File: config.mk
export PLATFORM = sky130hd
export DESIGN_NAME = perf_state_governor
export DESIGN_NICKNAME = d
export VERILOG_FILES = /design/src/sv/psg_pkg.sv /design/src/sv/psg_ram.sv /design/src/sv/perf_state_governor.sv
export SDC_FILE = /design/constraint.sdc
export NUM_CORES = 2
export LEC_CHECK = 0
export BUFFER_PORTS_ARGS = -buffer_cell sky130_fd_sc_hd__buf_4
export CORE_UTILIZATION = 50
export CTS_BUF_LIST = sky130_fd_sc_hd__clkbuf_16
export CTS_CLUSTER_DIAMETER = 150
export DETAILED_ROUTE_END_ITERATION = 16
export PLACE_DENSITY = 0.64
export SLEW_MARGIN = 40
export SYNTH_ARGS = -nofsm -noshare
export SYNTH_HDL_FRONTEND = slang
export SYNTH_HIERARCHICAL = 1
export SYNTH_SLANG_ARGS = --single-unit
export TNS_END_PERCENT = 1
File: constraint.sdc
create_clock -name i_clk -period 21.3 [get_ports i_clk]
set_input_delay 3.195 -clock i_clk [delete_from_list [all_inputs] [get_ports i_clk]]
set_output_delay 3.195 -clock i_clk [all_outputs]
set_load 0.1 [all_outputs]
File: src/sv/psg_pkg.sv
// shared types and constants for the performance-state governor
package psg_pkg;

    localparam int NUM_UNITS = 64;
    localparam int UNIT_W    = $clog2(NUM_UNITS);
    localparam int STATE_W   = 5;
    localparam int COUNT_W   = 17;
    localparam int TEMP_W    = 8;
    localparam int UTIL_W    = 7;
    localparam int HOLD_W    = 16;
    localparam int CFG_IDX_W = 3;
    localparam int CFG_DAT_W = 64;

    localparam logic [COUNT_W-1:0]   IDLE_MAX   = {COUNT_W{1'b1}};
    localparam logic [STATE_W-1:0]   EXIT_STATE = 5'd16;

    localparam logic [TEMP_W-1:0]    RST_TEMP_THRESHOLD = 8'd80;
    localparam logic [UTIL_W-1:0]    RST_UTIL_THRESHOLD = 7'd0;
    localparam logic [HOLD_W-1:0]    RST_HOLD_COUNT     = 16'd30;
    localparam logic [STATE_W-1:0]   RST_HIGH_STATE     = 5'd16;
    localparam logic [STATE_W-1:0]   RST_LOW_STATE      = 5'd8;
    localparam logic [NUM_UNITS-1:0] RST_MANAGED_MASK   = {NUM_UNITS{1'b1}};

    typedef enum logic [1:0] {
        MODE_SAMPLE = 2'd0,
        MODE_START  = 2'd1,
        MODE_EXIT   = 2'd2,
        MODE_NOP    = 2'd3
    } t_mode;

    typedef enum logic [CFG_IDX_W-1:0] {
        CFG_TEMP_THRESHOLD = 3'd0,
        CFG_UTIL_THRESHOLD = 3'd1,
        CFG_HOLD_COUNT     = 3'd2,
        CFG_HIGH_STATE     = 3'd3,
        CFG_LOW_STATE      = 3'd4,
        CFG_MANAGED_MASK   = 3'd5
    } t_cfg_idx;

    typedef struct packed {
        logic [STATE_W-1:0] state;
        logic [COUNT_W-1:0] count;
    } t_entry;

    localparam int ENTRY_W = $bits(t_entry);

endpackage

File: src/sv/psg_ram.sv
// generic single-write, single-read ram with registered read data
module psg_ram #(
    parameter int WIDTH = 8,
    parameter int DEPTH = 64
) (
    input  logic                     i_clk,
    input  logic                     i_we,
    input  logic [$clog2(DEPTH)-1:0] i_waddr,
    input  logic [WIDTH-1:0]         i_wdata,
    input  logic                     i_re,
    input  logic [$clog2(DEPTH)-1:0] i_raddr,
    output logic [WIDTH-1:0]         o_rdata
);

    logic [WIDTH-1:0] r_mem [DEPTH];
    logic [WIDTH-1:0] r_rdata;

    always_ff @(posedge i_clk) begin
        if (i_we) begin
            r_mem[i_waddr] <= i_wdata;
        end
        if (i_re) begin
            r_rdata <= r_mem[i_raddr];
        end
    end

    assign o_rdata = r_rdata;

endmodule

File: src/sv/perf_state_governor.sv
// per-unit performance-state governor with idle hysteresis
//
//  channel | valid        | stall        | payload
//  --------+--------------+--------------+-----------------------------------------------
//  in      | i_in_valid   | o_in_stall   | i_mode, i_unit_index, i_temperature, i_utilization
//  out     | o_out_valid  | i_out_stall  | o_result_unit, o_perf_state, o_changed
//  cfg     | i_cfg_we     | (none)       | i_cfg_index, i_cfg_data
//
// one item per cycle when the output does not stall; a taken item is held in the evaluate
// stage while the ram is read, and its result is then loaded into the result register.
// the per-unit state ram is read as an item is taken; a write-back register
// forwards the latest update so back-to-back items on one unit see fresh state.
// synchronous active-low reset clears the valid bits of the state ram at once,
// so unwritten units read as state 0, count 0; no clearing pass is needed.
// a stalled output holds the evaluate stage, which then stalls the input.
module perf_state_governor
    import psg_pkg::*;
(
    input  logic                 i_clk,
    input  logic                 i_rst_n,

    input  logic                 i_in_valid,
    output logic                 o_in_stall,
    input  logic [1:0]           i_mode,
    input  logic [UNIT_W-1:0]    i_unit_index,
    input  logic [TEMP_W-1:0]    i_temperature,
    input  logic [UTIL_W-1:0]    i_utilization,

    output logic                 o_out_valid,
    input  logic                 i_out_stall,
    output logic [UNIT_W-1:0]    o_result_unit,
    output logic [STATE_W-1:0]   o_perf_state,
    output logic                 o_changed,

    input  logic                 i_cfg_we,
    input  logic [CFG_IDX_W-1:0] i_cfg_index,
    input  logic [CFG_DAT_W-1:0] i_cfg_data
);

    // configuration
    logic [TEMP_W-1:0]    r_temp_threshold;
    logic [UTIL_W-1:0]    r_util_threshold;
    logic [HOLD_W-1:0]    r_hold_count;
    logic [STATE_W-1:0]   r_high_state;
    logic [STATE_W-1:0]   r_low_state;
    logic [NUM_UNITS-1:0] r_managed_mask;

    // evaluate stage
    logic                 r_ex_vld;
    t_mode                r_ex_mode;
    logic [UNIT_W-1:0]    r_ex_unit;
    logic [TEMP_W-1:0]    r_ex_temp;
    logic [UTIL_W-1:0]    r_ex_util;

    // write-back forwarding
    logic                 r_wb_vld;
    logic [UNIT_W-1:0]    r_wb_unit;
    t_entry               r_wb_entry;

    logic [NUM_UNITS-1:0] r_ent_vld;

    // result register
    logic                 r_out_vld;
    logic [UNIT_W-1:0]    r_out_unit;
    logic [STATE_W-1:0]   r_out_state;
    logic                 r_out_changed;

    logic                 in_xfer;
    logic                 advance;
    t_entry               ram_rdata;
    t_entry               cur;
    t_entry               n_entry;
    logic                 n_changed;

    assign advance    = r_ex_vld && (!r_out_vld || !i_out_stall);
    assign o_in_stall = r_ex_vld && !advance;
    assign in_xfer    = i_in_valid && !o_in_stall;

    always_ff @(posedge i_clk) begin
        if (!i_rst_n) begin
            r_temp_threshold <= RST_TEMP_THRESHOLD;
            r_util_threshold <= RST_UTIL_THRESHOLD;
            r_hold_count     <= RST_HOLD_COUNT;
            r_high_state     <= RST_HIGH_STATE;
            r_low_state      <= RST_LOW_STATE;
            r_managed_mask   <= RST_MANAGED_MASK;
        end else if (i_cfg_we) begin
            unique case (t_cfg_idx'(i_cfg_index))
                CFG_TEMP_THRESHOLD: r_temp_threshold <= i_cfg_data[TEMP_W-1:0];
                CFG_UTIL_THRESHOLD: r_util_threshold <= i_cfg_data[UTIL_W-1:0];
                CFG_HOLD_COUNT:     r_hold_count     <= i_cfg_data[HOLD_W-1:0];
                CFG_HIGH_STATE:     r_high_state     <= i_cfg_data[STATE_W-1:0];
                CFG_LOW_STATE:      r_low_state      <= i_cfg_data[STATE_W-1:0];
                CFG_MANAGED_MASK:   r_managed_mask   <= i_cfg_data[NUM_UNITS-1:0];
                default: ;
            endcase
        end
    end

    psg_ram #(
        .WIDTH (ENTRY_W),
        .DEPTH (NUM_UNITS)
    ) u_state_ram (
        .i_clk   (i_clk),
        .i_we    (advance),
        .i_waddr (r_ex_unit),
        .i_wdata (n_entry),
        .i_re    (in_xfer),
        .i_raddr (i_unit_index),
        .o_rdata (ram_rdata)
    );

    // current entry: forwarded update first, then ram, else reset value
    always_comb begin
        if (r_wb_vld && (r_wb_unit == r_ex_unit)) begin
            cur = r_wb_entry;
        end else if (r_ent_vld[r_ex_unit]) begin
            cur = ram_rdata;
        end else begin
            cur = '0;
        end
    end

    always_comb begin
        logic               cmd;
        logic [STATE_W-1:0] cmd_state;
        logic               clr;
        logic               inc;
        logic [COUNT_W-1:0] cnt;

        cmd       = 1'b0;
        cmd_state = r_low_state;
        clr       = 1'b0;
        inc       = 1'b0;
        unique case (r_ex_mode)
            MODE_START: begin
                cmd = 1'b1;
            end
            MODE_EXIT: begin
                cmd       = 1'b1;
                cmd_state = EXIT_STATE;
            end
            MODE_SAMPLE: begin
                priority if (r_ex_temp > r_temp_threshold) begin
                    cmd = (cur.state != r_low_state);
                end else if (r_ex_util > r_util_threshold) begin
                    cmd_state = r_high_state;
                    cmd       = (cur.state != r_high_state);
                    clr       = (cur.state == r_high_state);
                end else if (cur.state != r_low_state) begin
                    cmd = (cur.count > {1'b0, r_hold_count});
                    inc = 1'b1;
                end else begin
                    cmd = 1'b0;
                end
            end
            MODE_NOP: ;
            default: ;
        endcase

        n_changed = cmd && r_managed_mask[r_ex_unit];
        cnt       = (n_changed || clr) ? '0 : cur.count;
        // idle counter saturates
        if (inc && (cnt != IDLE_MAX)) begin
            cnt = cnt + 1'b1;
        end
        n_entry.state = n_changed ? cmd_state : cur.state;
        n_entry.count = cnt;
    end

    always_ff @(posedge i_clk) begin
        if (!i_rst_n) begin
            r_ex_vld  <= 1'b0;
            r_wb_vld  <= 1'b0;
            r_ent_vld <= '0;
            r_out_vld <= 1'b0;
        end else begin
            if (in_xfer) begin
                r_ex_vld <= 1'b1;
            end else if (advance) begin
                r_ex_vld <= 1'b0;
            end
            if (advance) begin
                r_wb_vld             <= 1'b1;
                r_ent_vld[r_ex_unit] <= 1'b1;
                r_out_vld            <= 1'b1;
            end else if (!i_out_stall) begin
                r_out_vld <= 1'b0;
            end
        end
    end

    always_ff @(posedge i_clk) begin
        if (in_xfer) begin
            r_ex_mode <= t_mode'(i_mode);
            r_ex_unit <= i_unit_index;
            r_ex_temp <= i_temperature;
            r_ex_util <= i_utilization;
        end
        if (advance) begin
            r_wb_unit     <= r_ex_unit;
            r_wb_entry    <= n_entry;
            r_out_unit    <= r_ex_unit;
            r_out_state   <= n_entry.state;
            r_out_changed <= n_changed;
        end
    end

    assign o_out_valid   = r_out_vld;
    assign o_result_unit = r_out_unit;
    assign o_perf_state  = r_out_state;
    assign o_changed     = r_out_changed;

    a_stall_needs_item: assert property (@(posedge i_clk) disable iff (!i_rst_n)
        !r_ex_vld |-> !o_in_stall)
        else $error("input stalled with empty evaluate stage");

    a_fwd_after_write: assert property (@(posedge i_clk) disable iff (!i_rst_n)
        advance |=> (r_wb_vld && r_wb_unit == $past(r_ex_unit)))
        else $error("forwarding register missed a write-back");

    a_entry_marked: assert property (@(posedge i_clk) disable iff (!i_rst_n)
        advance |=> r_ent_vld[$past(r_ex_unit)])
        else $error("written unit not marked valid");

    a_changed_managed: assert property (@(posedge i_clk) disable iff (!i_rst_n)
        (o_out_valid && o_changed) |-> r_managed_mask[o_result_unit])
        else $error("change reported for unmanaged unit");

    a_out_follows_ex: assert property (@(posedge i_clk) disable iff (!i_rst_n)
        advance |=> o_out_valid)
        else $error("evaluated item produced no result");

endmodule
# Word-level counts from Yosys, hierarchy flattened
# Memories as Yosys holds them, arrays and structs flattened. A register that Yosys moved wholly into a read port is not among the register bits.
# Index checks and enable logic that the tools add are counted.
[totals]
n_memories = 1
mem_bits_rw = 1408
elab_cells = 93
register_bits = 224
out_inout_bits = 14
[op_classes]
bitwise = 1
reduce_logical = 23
n_mux = 31
n_addsub = 1
eq_ne = 13
order_cmp = 5
[memory_table]
columns = ["memory", "words", "width", "rd", "rd_clocked_by_memory_dff", "wr", "line_no", "rtl"]
rows = [
  ["u_state_ram.r_mem", 64, 22, 1, 1, 1, "psg_ram.sv:15", "logic [WIDTH-1:0] r_mem [DEPTH];"],
]
[ops]
columns = ["cell", "n"]
rows = [
  ["bitwise OR 64 bit", 1],
  ["two-way mux 22 bit", 2],
  ["two-way mux 17 bit", 2],
  ["two-way mux 1 bit", 19],
  ["adder 17 x 1 -> 17 bit, second input constant", 1],
  ["> comparator 17 x 16 -> 1 bit", 1],
  ["inequality test 17 bit, second input constant", 1],
  ["two-way mux 5 bit", 3],
  ["binary-select mux 1 bit (select 6 bit)", 2],
  ["AND reduction 2 bit", 6],
  ["inequality test 5 bit", 2],
  ["case mux 5 bit (2 select lines)", 1],
  ["> comparator 8 bit", 1],
  ["> comparator 7 bit", 1],
  ["logical AND 1 bit", 7],
  ["< comparator 6 x 7 -> 1 bit, second input constant", 1],
  ["demux 1 bit (select 6 bit)", 1],
  ["equality test 3 x 2 -> 1 bit, second input constant", 2],
  ["equality test 3 bit, second input constant", 2],
  ["equality test 6 bit", 1],
  ["greater-or-equal comparator 6 x 1 -> 1 bit, second input constant", 1],
  ["equality test 5 bit", 1],
  ["logical NOT 1 bit", 4],
  ["equality test 3 x 1 -> 1 bit, second input constant", 1],
  ["other kinds (9)", 10],
]

# Depth between registers and ports, before layout
[depth]
ltp_word = 15
depth_mapped = 34
mapped_depth_nobuf = 27

# Cells and area by module
# Netlist, hierarchy kept.
[by_module_without_submodules]
columns = ["mod", "area_each_um2", "cells_each", "instances", "seq_area_each_um2"]
rows = [
  ["psg_ram", 54481.0, 2349, 1, 42941.2],
  ["perf_state_governor", 11668.7, 1295, 1, 5004.8],
]

# Least setup slack after synthesis
# No wires, ideal clock.
[synth_timing]
path_type = "flip-flop to flip-flop"
from = "register, netlist name o_result_unit[1]"
to = "register r_wb_entry[5] (netlist name) (data pin)"
setup_time_ns = 0.719
n_path_buf = 5
stages_incl_launch_ff = 31
required_ns = 20.581
slack_ns = 12.093
arrival_time_ns = 8.489
path_cell_list = "edfxtp_1 -> xnor2_2 -> nand4_1 -> nor2_4 -> buf_2 -> clkbuf_1 -> clkbuf_1 -> nand2_1 -> o21ai_0 -> ha_1 -> nand4_1 -> nor2_1 -> nor2_1 -> a21oi_1 -> o31ai_1 -> a32oi_1 -> o31ai_4 -> o211a_4 -> nor2_8 -> buf_6 -> nor2_1 -> ha_1 -> nand3_1 -> nor2_1 -> ha_1 -> or4b_1 -> buf_2 -> nand2b_1 -> nor2_2 -> a31oi_1 -> nor3b_1"
[synth_lines]
columns = ["item", "line_no", "rtl"]
rows = [
  ["end signal: assignment", "perf_state_governor.sv:202", "r_wb_entry <= n_entry;"],
  ["end: declaration", "perf_state_governor.sv:58", "t_entry r_wb_entry;"],
]

==> metrics list <==
- After detailed routing, the number of remaining DRC violations is 0.
- For this block, the routed nets add up to 168 mm of wire.
- Dividing total power by cell area gives a power density of 88.4 nW/um2.
- Of the cells placed in the final design, the portion with a size suffix greater than 1 is 25.1%.
* Hpwl dp: 100 mm
* Complex-gate fraction of the synthesized area: 4.86%
* Final antenna-violating net count: 0
* Final Slew Violations: 0
- Relative slew margins: 42.0%
- Worst clock skew: 0.0399 ns
- The finished cells cover 75800 um2.
* Finish-stage setup viols: 0
- Count of hold buffers inserted by post-cts repair: 0
* Total number of H-tree levels: 4
- Subtracting the final worst setup slack from the clock period gives 8.86 ns.
- CTS Root Cell: sky130_fd_sc_hd__clkbuf_16
- Entering global routing, the biggest net connects 118 pins.
* Detail-routed via count per cell: 6.16
- Max incr delay on CP: 0.68 ns
* Fraction of the mapped netlist area in adder cells: 0.681%
- Setup TNS Final: 0 ns
- Clock tree from TritonCTS: yes
- Max_cap viols: 0
* Transition time at the pin with the least slew margin: 0.868 ns
* Total chip power: 6.70 mW
- Relative to the synthesized area, the layout overhead comes to 14.6%.
* Global Route met3 Usage: 5.61%
- Setup Fix Bufs, Post-CTS: 0
* Row cnt: 133
* Average instance area after synthesis: 18.2 um2
- Clock slew at reported path FFs: 0.06 ns
- The path class of the tightest hold or removal check is register to register.
- Count of TritonRoute iterations in the first routing pass: 7
* IO buf count: 108
* Most heavily used metal layer in global routing: met2
- Clock latency on the worst-skew pair, taken at its later pin, is 0.79 ns.
* Total overflow reported by the global router: 0
- Counting cells, the worst reg-to-reg path comes to 30.
- The number of nets in the synthesized netlist is 3775.
- Once the clock tree was built, the resizer swapped 0 gates to a different size.
- Critical path endpoint category: register
- The number of global-route vias before repair came to 35200.
* Post-layout nets: 3988
- VDD sags by at most 0.0000798 V.
- For this design the static power due to leakage is 26.3 nW.
- Initial antenna violation count: 5
* Height of the die: 366 um
* Multiplexer area fraction after synthesis: 14.4%
* Final worst-path cycle share: 41.6%
- The die covers 134000 um2.
- GR met2 Demand/Resource: 39.4%
* Maximum fanout encountered on the critical timing path: 66
- EDFF count, synth: 1482
- Data required time of the critical path: 21.85 ns
- The critical path is of the register to register type.
* Max clock buf depth: 3
* Most common cell type on the critical path: sky130_fd_sc_hd__nor2_1
- After technology mapping, the gate count stands at 3644.
- DR iter-0 viols: 3740
- After synthesis, the share of flip-flops with an asynchronous set or reset is 0%.
- Area after DPL: 70500 um2
* Final core utilization: 57.7%
* Slowest CP cell: sky130_fd_sc_hd__or4b_1
- Register area share after synthesis: 72.5%
- Register bit count reported by yosys: 1654
- By area, the combinational part of the netlist is dominated by multiplexers.
- Area share of and/or/nand/nor cells after synthesis: 5.31%
* Main flop type after synthesis: sky130_fd_sc_hd__edfxtp_1
* Worst setup startpoint: r_ex_unit[1]
* Initial core utilization: 50.4%
- Count of synthesis-stage warnings from yosys: 6
- Setup repair after global routing left no endpoint under its margin.
* Critical path launch point type: register
- The flow ran to the end, and the final reports show no timing, DRC or antenna violations.
- Clock buffers created by TritonCTS: 168
- Maximum clock rate: 113 MHz
- Crit path arrival time: 9.41 ns
- The critical path ends at u_state_ram/r_mem[42][7].
- Synthesized-area fraction occupied by xor and xnor cells: 0.263%
- Met1 global-route usage: 34.9%
* Last weighted congestion value of the routability-driven placer: 0.906
- Count of boundary I/O pins: 109
- In the final routed layout, each cell accounts on average for 29.1 um.
- Worst setup slack for register-to-register paths: 12.44 ns
* Number of failing hold endpoints at the final stage: 0
* Die width: 366 um
- The clock drives 1654 sinks.
- The first global-routing pass estimated 244 mm of wire.
* Distinct cell type count of the synthesized netlist: 90
- Startpoint of the most critical register-to-register path: r_ex_unit[1]
- The mapped netlist covers 66100 um2.
- Worst reg2reg path endpoint: u_state_ram/r_mem[42][7]
* Worst-case hold slack: 0.459 ns
- The detailed router placed 35500 vias in this run.
* Overall routing resource usage: 25.2%
- Area of the core region: 131000 um2
state kept, by name, indices dropped and copies added, names as in the netlist:
signal and cells:
o_changed 1, o_out_valid 1, o_perf_state 5, o_result_unit 6, r_ent_vld 64, r_ex_mode 2, r_ex_temp 8, r_ex_unit 6
r_ex_util 7, r_ex_vld 1, r_high_state 5, r_hold_count 16, r_low_state 5, r_managed_mask 64, r_temp_threshold 8, r_util_threshold 7
r_wb_entry 17, r_wb_vld 1, u_state_ram/o_rdata 22, u_state_ram/r_mem 1408
cells in the final DEF, fill, tap and decap left out, types with 45 or more instances in the layout:
cell	instances
sky130_fd_sc_hd__a21oi_1	69
sky130_fd_sc_hd__a22oi_1	50
sky130_fd_sc_hd__buf_4	191
sky130_fd_sc_hd__clkbuf_16	169
sky130_fd_sc_hd__clkinv_1	45
sky130_fd_sc_hd__dfxtp_1	172
sky130_fd_sc_hd__edfxtp_1	1482
sky130_fd_sc_hd__inv_1	96
sky130_fd_sc_hd__mux2i_1	122
sky130_fd_sc_hd__mux4_2	358
sky130_fd_sc_hd__nand2_1	249
sky130_fd_sc_hd__nand3_1	111
sky130_fd_sc_hd__nor2_1	84
sky130_fd_sc_hd__nor2b_1	67
sky130_fd_sc_hd__o21ai_0	51
worst min path at each step:
stage | endpoint | startpoint | slack [ns] | cells past startpoint
final | r_ent_vld[48] | r_ent_vld[48] | 0.46 | 1
after global routing | r_ent_vld[56] | r_ent_vld[56] | 0.48 | 1
after CTS | r_ent_vld[48] | r_ent_vld[48] | 0.46 | 1
after detailed placement | r_ent_vld[48] | r_ent_vld[48] | 0.45 | 1
after global placement | r_ent_vld[9] | r_ent_vld[9] | 0.44 | 1
after floorplan | r_ent_vld[48] | r_ent_vld[48] | 0.43 | 1
through the flow:
step / instances / setup WS [ns]
6_report: 5759 / 12.44
5_1_grt: 5753 / 12.00
4_1_cts: 5748 / 12.59
3_5_place_dp: 5437 / 12.61
3_3_place_gp: 5383 / 12.71
2_1_floorplan: 3644 / 12.09
where the power goes:
part           leakage (nW)  internal, mW  switching [mW]
Sequential             16.2          3.55          0.0149
Combinational          7.33         0.124           0.236
Clock                  2.71          1.54            1.23
logic make-up after synthesis:
family          Yosys count
compound gates          439
xor+xnor                 19
fa+ha+maj                36
buf+inv                 270
flops                  1654
mux                     499
simple gates            727
area by class of cell:
cell class,instances,area (um2)
tap,1755,2200
multi-input combinational,1720,17500
clock buffer,169,4230
fill,9732,55500
clock inverter,142,945
antenna,6,15.0
inverter,54,203
sequential,1654,47900
timing repair buffer,259,2800
cells in the mapped netlist (24+ instances only):
master / instances / share of area [%]
sky130_fd_sc_hd__edfxtp_1: 1482 / 67
sky130_fd_sc_hd__mux4_2: 358 / 12
sky130_fd_sc_hd__nand2_1: 250 / 1.4
sky130_fd_sc_hd__dfxtp_1: 172 / 5.2
sky130_fd_sc_hd__nor2_1: 156 / 0.89
sky130_fd_sc_hd__mux2i_1: 122 / 1.8
sky130_fd_sc_hd__nand3_1: 114 / 0.86
sky130_fd_sc_hd__clkbuf_1: 95 / 0.54
sky130_fd_sc_hd__a21oi_1: 72 / 0.54
sky130_fd_sc_hd__nor2b_1: 71 / 0.67
sky130_fd_sc_hd__inv_1: 52 / 0.30
sky130_fd_sc_hd__buf_2: 51 / 0.39
sky130_fd_sc_hd__o21ai_0: 51 / 0.39
sky130_fd_sc_hd__a22oi_1: 50 / 0.57
sky130_fd_sc_hd__buf_4: 46 / 0.52
sky130_fd_sc_hd__o21a_1: 41 / 0.47
sky130_fd_sc_hd__ha_1: 36 / 0.68
sky130_fd_sc_hd__a221oi_1: 28 / 0.37
sky130_fd_sc_hd__nor3_1: 28 / 0.21
sky130_fd_sc_hd__a22o_1: 24 / 0.32
sky130_fd_sc_hd__o22ai_1: 24 / 0.23
critical path: cells and delay by family, from the launching register on:
family	cells	cell delay [ns]
AOI/OAI and AO/OA	10	2.42
adders and majority gates	3	0.87
and+or+nand+nor	12	3.19
xor gates and xnor gates	1	0.13
buffers and inverters	4	1.56
DFF	1	0.32
routing by layer:
metal,part of all wire (%),wire [um]
met3,8.4,14100
met2,48,79700
met1,41,68400
met4,3.2,5450
met5,0.0060,10
Note: power is estimated with default switching activity, not from simulation.
